## config.mk

```make
export PLATFORM = sky130hd
export DESIGN_NAME = ssr_controller
export DESIGN_NICKNAME = d
export VERILOG_FILES = /design/src/hw/rtl/ssr_pkg.sv /design/src/hw/rtl/ssr_controller.sv
export SDC_FILE = /design/constraint.sdc
export NUM_CORES = 1
export LEC_CHECK = 0
export ABC_AREA = 1
export BUFFER_PORTS_ARGS = -buffer_cell sky130_fd_sc_hd__buf_2
export CAP_MARGIN = 20
export CORE_AREA = 2 2 39 41
export DETAILED_ROUTE_END_ITERATION = 8
export DIE_AREA = 0 0 41 43
export PLACE_DENSITY = 0.77
export SLEW_MARGIN = 10
export SYNTH_ARGS = -nofsm -noshare
export SYNTH_HDL_FRONTEND = slang
export SYNTH_SLANG_ARGS = --single-unit
```

## constraint.sdc

```tcl
create_clock -name clk_i -period 1.72 [get_ports clk_i]
set_clock_uncertainty 0.15 [all_clocks]
set_input_delay 0.086 -clock clk_i [delete_from_list [all_inputs] [get_ports clk_i]]
set_output_delay 0.086 -clock clk_i [all_outputs]
set_load 0.01 [all_outputs]
```

## src/hw/rtl/ssr_pkg.sv

```systemverilog
// ----------------------------------------------------------------------------
// ssr_pkg
// Shared types, widths, constants and the digit pattern table of the
// smoothed sensor readout.
// ----------------------------------------------------------------------------
package ssr_pkg;

  localparam int SAMPLE_BITS   = 12;
  localparam int FRACTION_BITS = 16;

  localparam int VREF_W    = 13;
  localparam int LEN_W     = 10;
  localparam int SEG_W     = 8;
  localparam int OUT_W     = 13;
  localparam int DIGIT_W   = 4;
  localparam int DIGITS    = 3;
  localparam int DIG_IDX_W = 2;
  localparam int CFG_IDX_W = 1;

  localparam int PROD_W    = SAMPLE_BITS + VREF_W;
  localparam int CEL_PRE   = FRACTION_BITS - SAMPLE_BITS;
  localparam int CX_W      = PROD_W + CEL_PRE;
  localparam int CREC_W    = 28;
  localparam int CEL_SHIFT = 31;
  localparam int CPROD_W   = CX_W + CREC_W;
  localparam int CQ_W      = CPROD_W - CEL_SHIFT;
  localparam int CEL_W     = FRACTION_BITS + 11;
  localparam int ACC_W     = FRACTION_BITS + 21;
  localparam int FAH_W     = FRACTION_BITS + 17;
  localparam int RD_W      = 14;
  localparam int DREC_W    = 13;
  localparam int DIG_SHIFT = 16;
  localparam int DPROD_W   = RD_W + DREC_W;
  localparam int DQ_W      = DPROD_W - DIG_SHIFT;
  localparam int DIVD_W    = ACC_W;
  localparam int DIVS_W    = LEN_W + 1;
  localparam int CNT_W     = $clog2(DIVD_W + 1);

  localparam logic [VREF_W-1:0]        VREF_RESET  = VREF_W'(3270);
  localparam logic [LEN_W-1:0]         LEN_RESET   = LEN_W'(30);
  localparam logic [OUT_W-1:0]         READING_MAX = OUT_W'(7000);
  localparam logic [CX_W-1:0]          CEL_ROUND   = CX_W'(5);
  localparam logic [CREC_W-1:0]        CEL_RECIP   = CREC_W'(214748365);
  localparam logic signed [CEL_W-1:0]  CEL_OFFSET  = CEL_W'(50) << FRACTION_BITS;
  localparam logic signed [FAH_W-1:0]  FAH_SCALE   = FAH_W'(18);
  localparam logic signed [FAH_W-1:0]  FAH_OFFSET  = FAH_W'(320) << FRACTION_BITS;
  localparam logic [FAH_W-1:0]         FAH_HALF    = FAH_W'(1) << (FRACTION_BITS - 1);
  localparam logic [DREC_W-1:0]        DIG_RECIP   = DREC_W'(6554);
  localparam logic [RD_W-1:0]          DEC_BASE    = RD_W'(10);
  localparam logic [SEG_W-1:0]         SEG_DP      = 8'h80;

  localparam logic [CFG_IDX_W-1:0] REG_VREF    = 1'b0;
  localparam logic [CFG_IDX_W-1:0] REG_AVG_LEN = 1'b1;

  typedef enum logic [3:0] {
    ST_IDLE,
    ST_CMUL,
    ST_CDIV,
    ST_CSUB,
    ST_AMUL,
    ST_ADIV_LD,
    ST_ADIV,
    ST_AUPD,
    ST_FMUL,
    ST_FRND,
    ST_DST,
    ST_OUT
  } ssr_state_e;

  typedef struct packed {
    logic                 in_load;
    logic                 cel_mul;
    logic                 cel_div;
    logic                 div_start;
    logic                 cel_store;
    logic                 avg_mul;
    logic                 avg_store;
    logic                 fah_mul;
    logic                 fah_round;
    logic                 dig_store;
    logic [DIG_IDX_W-1:0] dig_idx;
    logic                 out_load;
  } ssr_cmd_t;

  typedef struct packed {
    logic div_busy;
    logic primed;
  } ssr_stat_t;

  function automatic logic [SEG_W-1:0] seg_of(logic [DIGIT_W-1:0] digit, logic point);
    logic [SEG_W-1:0] pat;
    case (digit)
      4'd0: pat = 8'h3F;
      4'd1: pat = 8'h06;
      4'd2: pat = 8'h5B;
      4'd3: pat = 8'h4F;
      4'd4: pat = 8'h66;
      4'd5: pat = 8'h6D;
      4'd6: pat = 8'h7D;
      4'd7: pat = 8'h07;
      4'd8: pat = 8'h7F;
      4'd9: pat = 8'h6F;
      default: pat = 8'h00;
    endcase
    if (point) begin
      pat = pat | SEG_DP;
    end
    return ~pat;
  endfunction

endpackage

```

## src/hw/rtl/ssr_controller.sv

```systemverilog
// ----------------------------------------------------------------------------
// ssr_controller
// Sequencer that steps one item through the datapath and owns the input and
// output handshakes.
// ----------------------------------------------------------------------------
module ssr_controller
  import ssr_pkg::*;
(
  input  logic      clk_i,
  input  logic      rst_ni,
  input  logic      in_valid_i,
  output logic      in_stall_o,
  output logic      out_valid_o,
  input  logic      out_stall_i,
  input  ssr_stat_t stat_i,
  output ssr_cmd_t  cmd_o
);

  ssr_state_e           state_q, state_d;
  logic [DIG_IDX_W-1:0] dig_q, dig_d;
  logic                 out_valid_q, out_valid_d;
  logic                 out_free;

  assign out_free = !out_valid_q || !out_stall_i;

  always_comb begin
    state_d = state_q;
    dig_d   = dig_q;
    case (state_q)
      ST_IDLE: begin
        if (in_valid_i) begin
          state_d = ST_CMUL;
        end
      end
      ST_CMUL:    state_d = ST_CDIV;
      ST_CDIV:    state_d = ST_CSUB;
      ST_CSUB:    state_d = stat_i.primed ? ST_AMUL : ST_FMUL;
      ST_AMUL:    state_d = ST_ADIV_LD;
      ST_ADIV_LD: state_d = ST_ADIV;
      ST_ADIV: begin
        if (!stat_i.div_busy) begin
          state_d = ST_AUPD;
        end
      end
      ST_AUPD:    state_d = ST_FMUL;
      ST_FMUL:    state_d = ST_FRND;
      ST_FRND: begin
        state_d = ST_DST;
        dig_d   = '0;
      end
      ST_DST: begin
        if (dig_q == DIG_IDX_W'(DIGITS - 1)) begin
          state_d = ST_OUT;
        end else begin
          dig_d = dig_q + DIG_IDX_W'(1);
        end
      end
      ST_OUT: begin
        if (out_free) begin
          state_d = ST_IDLE;
        end
      end
      default: state_d = ST_IDLE;
    endcase
  end

  always_comb begin
    cmd_o         = '0;
    cmd_o.dig_idx = dig_q;
    in_stall_o    = 1'b1;
    case (state_q)
      ST_IDLE: begin
        in_stall_o    = 1'b0;
        cmd_o.in_load = in_valid_i;
      end
      ST_CMUL:    cmd_o.cel_mul = 1'b1;
      ST_CDIV:    cmd_o.cel_div = 1'b1;
      ST_CSUB:    cmd_o.cel_store = 1'b1;
      ST_AMUL:    cmd_o.avg_mul = 1'b1;
      ST_ADIV_LD: cmd_o.div_start = 1'b1;
      ST_AUPD:    cmd_o.avg_store = 1'b1;
      ST_FMUL:    cmd_o.fah_mul = 1'b1;
      ST_FRND:    cmd_o.fah_round = 1'b1;
      ST_DST:     cmd_o.dig_store = 1'b1;
      ST_OUT:     cmd_o.out_load = out_free;
      default: begin
      end
    endcase
  end

  always_comb begin
    if (cmd_o.out_load) begin
      out_valid_d = 1'b1;
    end else begin
      out_valid_d = out_valid_q && out_stall_i;
    end
  end

  always_ff @(posedge clk_i or negedge rst_ni) begin
    if (!rst_ni) begin
      state_q     <= ST_IDLE;
      dig_q       <= '0;
      out_valid_q <= 1'b0;
    end else begin
      state_q     <= state_d;
      dig_q       <= dig_d;
      out_valid_q <= out_valid_d;
    end
  end

  assign out_valid_o = out_valid_q;

endmodule

```

==> results.json <==
{
  "worst_ir_drop_vdd_uv": 602,
  "actual_transition_at_the_worst_max_transition_pin_ns": 0.298,
  "final_nets": 117,
  "timing.final.crit_share_pct": 88.0,
  "postCtsSetupRepairBufs": 0,
  "timing.final.crit_period_ns": 1.51,
  "drcViolationCount": 0,
  "first_global_vias": 417,
  "drt-total-wl_um": 1120,
  "hold_viol_final": 0,
  "initial_utilization_pct": 36.9,
  "dp_hpwl_um": 943,
  "port-buffer-count": 20,
  "detailroute.via_count": 559,
  "grt_overflow": 0,
  "num_rows": 14,
  "cts_htree_levels": 1,
  "finalSetupViolations": 0,
  "filler_cell_count_in_the_final_layout": 136,
  "clock_tree_from_tritoncts": "built",
  "proportion_of_layout_cells_with_a_drive_suffix_above_1_pct": 27.5,
  "cp-start-kind": "flop",
  "ys_warn_count": 0,
  "hold_buffers": 3,
  "cts-root-to-sink-buffers": 2,
  "min-delay-path-class": "in2async",
  "die_height_um": 43,
  "power.density_cell_area_nw_per_um2": 1660,
  "outcome": "completed",
  "antenna-diode-count": 0,
  "dpl-instance-area_sq_um": 631,
  "crit_path_end_kind": "output port",
  "grt_first_pass_wirelength_um": 1720,
  "finalWeightedCongestion": 0.861,
  "yosysUniqueCellTypes": 14,
  "clock_sinks": 7,
  "crit_required_ns": 1.48,
  "die-width_um": 41,
  "core_box_area_sq_um": 1380,
  "via_density_per_instance": 4.47,
  "internal_power_mw": 0.573,
  "clock_pin_slew_on_the_worst_setup_and_hold_paths_ns": 0.05,
  "ys_seq_area_share_pct": 34.3,
  "fmax_mhz": 661,
  "critical_path_arrival_ns": 1.28,
  "drt.antenna.violating_nets": 0,
  "cts.repair.resized": 0,
  "drt_first_iter_violations": 9,
  "slew_headroom_pct": 80.1,
  "seq_power_share_pct": 28.0,
  "setup_total_negative_slack_ns": 0,
  "maxCapViolCount": 0,
  "pwr-share-clk_pct": 12.5,
  "setup.worst_path.class": "reg2out",
  "critical_path_peak_fanout": 5,
  "final_area_sq_um": 687,
  "cts_buffers": 3,
  "avgSynthCellArea_sq_um": 6.23,
  "final_routed_wire_length_divided_by_cell_count_um": 8.93,
  "synthesis.instances": 82,
  "p_sw_mw": 0.570,
  "antenna_found_initial": 0,
  "area_delta_synth_final_pct": 34.6,
  "yosys_register_bits": 7,
  "setup_repair_after_global_routing_missed_its_margin": "false",
  "synth.cell_area_sq_um": 510,
  "pwr-share-comb_pct": 59.5,
  "switching_share_pct": 49.8,
  "post-layout-total-power_mw": 1.14,
  "largest_net_degree_at_the_start_of_global_routing": 8,
  "clk-insertion-delay-late_ns": 0.24,
  "num_io_pins": 21,
  "drt-pass1-iter-count": 4,
  "mappedNetlistNets": 89,
  "design.die.area_sq_um": 1760,
  "cts-root-buf": "sky130_fd_sc_hd__clkbuf_4",
  "timing_max_transition_violations_final": 0,
  "gr-usage-all-layers_pct": 15.7,
  "leakagePower_nw": 0.461
}
-- kinds of logic after synthesis --
kind of cell,synth area share [%]
AND/OR/NAND/NOR,44.4
buffers and inverters,13.2
flip-flops,34.3
AO/OA/AOI/OAI,5.64
adder cells (fa/ha/maj),2.45
-- per-layer routing --
metal	vias up	global-route usage, %	wire (um)	part of all wire, %
li1	301	-	-	-
met2	11	22.2	560	50
met3	2	1.57	42	3.8
met1	245	19.8	497	45
met5	-	0	0	0
met4	0	14.0	15	1.3
-- flip-flops by register name, summed over array words and instances, names as in the netlist --
name         cells
out_valid_o      1
state_q          4
dig_q            2
-- cell type report --
cell class | instances | area, sq um | area share [%]
tap | 16 | 20.0 | 2.91
timing repair buffer | 23 | 130 | 18.9
inverter | 18 | 67.6 | 9.84
clock buffer | 4 | 26.3 | 3.83
sequential | 7 | 175 | 25.5
multi-input combinational | 57 | 268 | 39.0
-- critical path, cell delays in order (launching register included) --
cell	delay [ns]
sky130_fd_sc_hd__dfrtp_1	0.42
sky130_fd_sc_hd__nor2_1	0.28
sky130_fd_sc_hd__inv_1	0.10
sky130_fd_sc_hd__nor2_1	0.10
sky130_fd_sc_hd__buf_2	0.13
-- path summary, 6_finish.rpt --
kind,startpoint,to,slack (ns),cells after the start
worst max-delay path,state_q[3],cmd_o[11],0.21,4
worst min-delay path,rst_ni,dig_q[0],0.05,2
worst max register to register,dig_q[0],state_q[1],0.32,7
worst min register to register,out_valid_o,out_valid_o,0.35,2
max in group asynchronous,rst_ni,state_q[3],1.22,2
min in group clk_i,stat_i[1],state_q[3],0.07,4
-- stage by stage --
stage	hold WS (ns)	cells	setup WS [ns]	util (%)
2_1_floorplan	-0.360	82	0.353	-
3_3_place_gp	-0.228	118	0.380	45.6
3_5_place_dp	-0.228	118	0.327	45.6
4_1_cts	0.0334	125	0.191	49.6
5_1_grt	0.0625	125	0.0749	49.6
6_report	0.0456	125	0.207	49.6
-- synth_stat cells --
cell type | number | area share, %
sky130_fd_sc_hd__dfrtp_1 | 7 | 34
sky130_fd_sc_hd__ha_1 | 1 | 2.5
sky130_fd_sc_hd__inv_1 | 16 | 12
sky130_fd_sc_hd__inv_2 | 2 | 1.5
sky130_fd_sc_hd__nand2_1 | 21 | 15
sky130_fd_sc_hd__nand3_1 | 7 | 6.9
sky130_fd_sc_hd__nand3_2 | 1 | 2.0
sky130_fd_sc_hd__nand3b_2 | 1 | 2.2
sky130_fd_sc_hd__nor2_1 | 17 | 12
sky130_fd_sc_hd__nor2_2 | 1 | 1.2
sky130_fd_sc_hd__nor2_4 | 1 | 2.2
sky130_fd_sc_hd__nor3_1 | 2 | 2.0
sky130_fd_sc_hd__o21ai_0 | 4 | 3.9
sky130_fd_sc_hd__o21ai_2 | 1 | 1.7
-- power by group through the flow --
stage | Combinational, mW | Sequential (mW) | Clock (mW)
final | 0.680 | 0.321 | 0.142
after CTS | 0.687 | 0.319 | 0.154
after global routing | 0.789 | 0.336 | 0.157
after global placement | 0.667 | 0.315 | 0
after floorplan | 0.464 | 0.322 | 0
after detailed placement | 0.678 | 0.321 | 0
-- layout by cell type (no fill, tap or decap) --
cell type / count
sky130_fd_sc_hd__inv_1: 16
sky130_fd_sc_hd__nand3_1: 7
sky130_fd_sc_hd__clkbuf_4: 3
sky130_fd_sc_hd__o21ai_2: 1
sky130_fd_sc_hd__buf_2: 20
sky130_fd_sc_hd__nand3b_2: 1
sky130_fd_sc_hd__nor2_1: 17
sky130_fd_sc_hd__dfrtp_1: 7
sky130_fd_sc_hd__nand3_2: 1
sky130_fd_sc_hd__nor2_4: 1
sky130_fd_sc_hd__nor2_2: 1
sky130_fd_sc_hd__nor3_1: 2
sky130_fd_sc_hd__dlygate4sd3_1: 3
sky130_fd_sc_hd__o21ai_0: 4
sky130_fd_sc_hd__ha_1: 1
sky130_fd_sc_hd__nand2_1: 21
sky130_fd_sc_hd__clkbuf_1: 1
sky130_fd_sc_hd__inv_2: 2
Note: power is estimated with default switching activity, not from simulation.
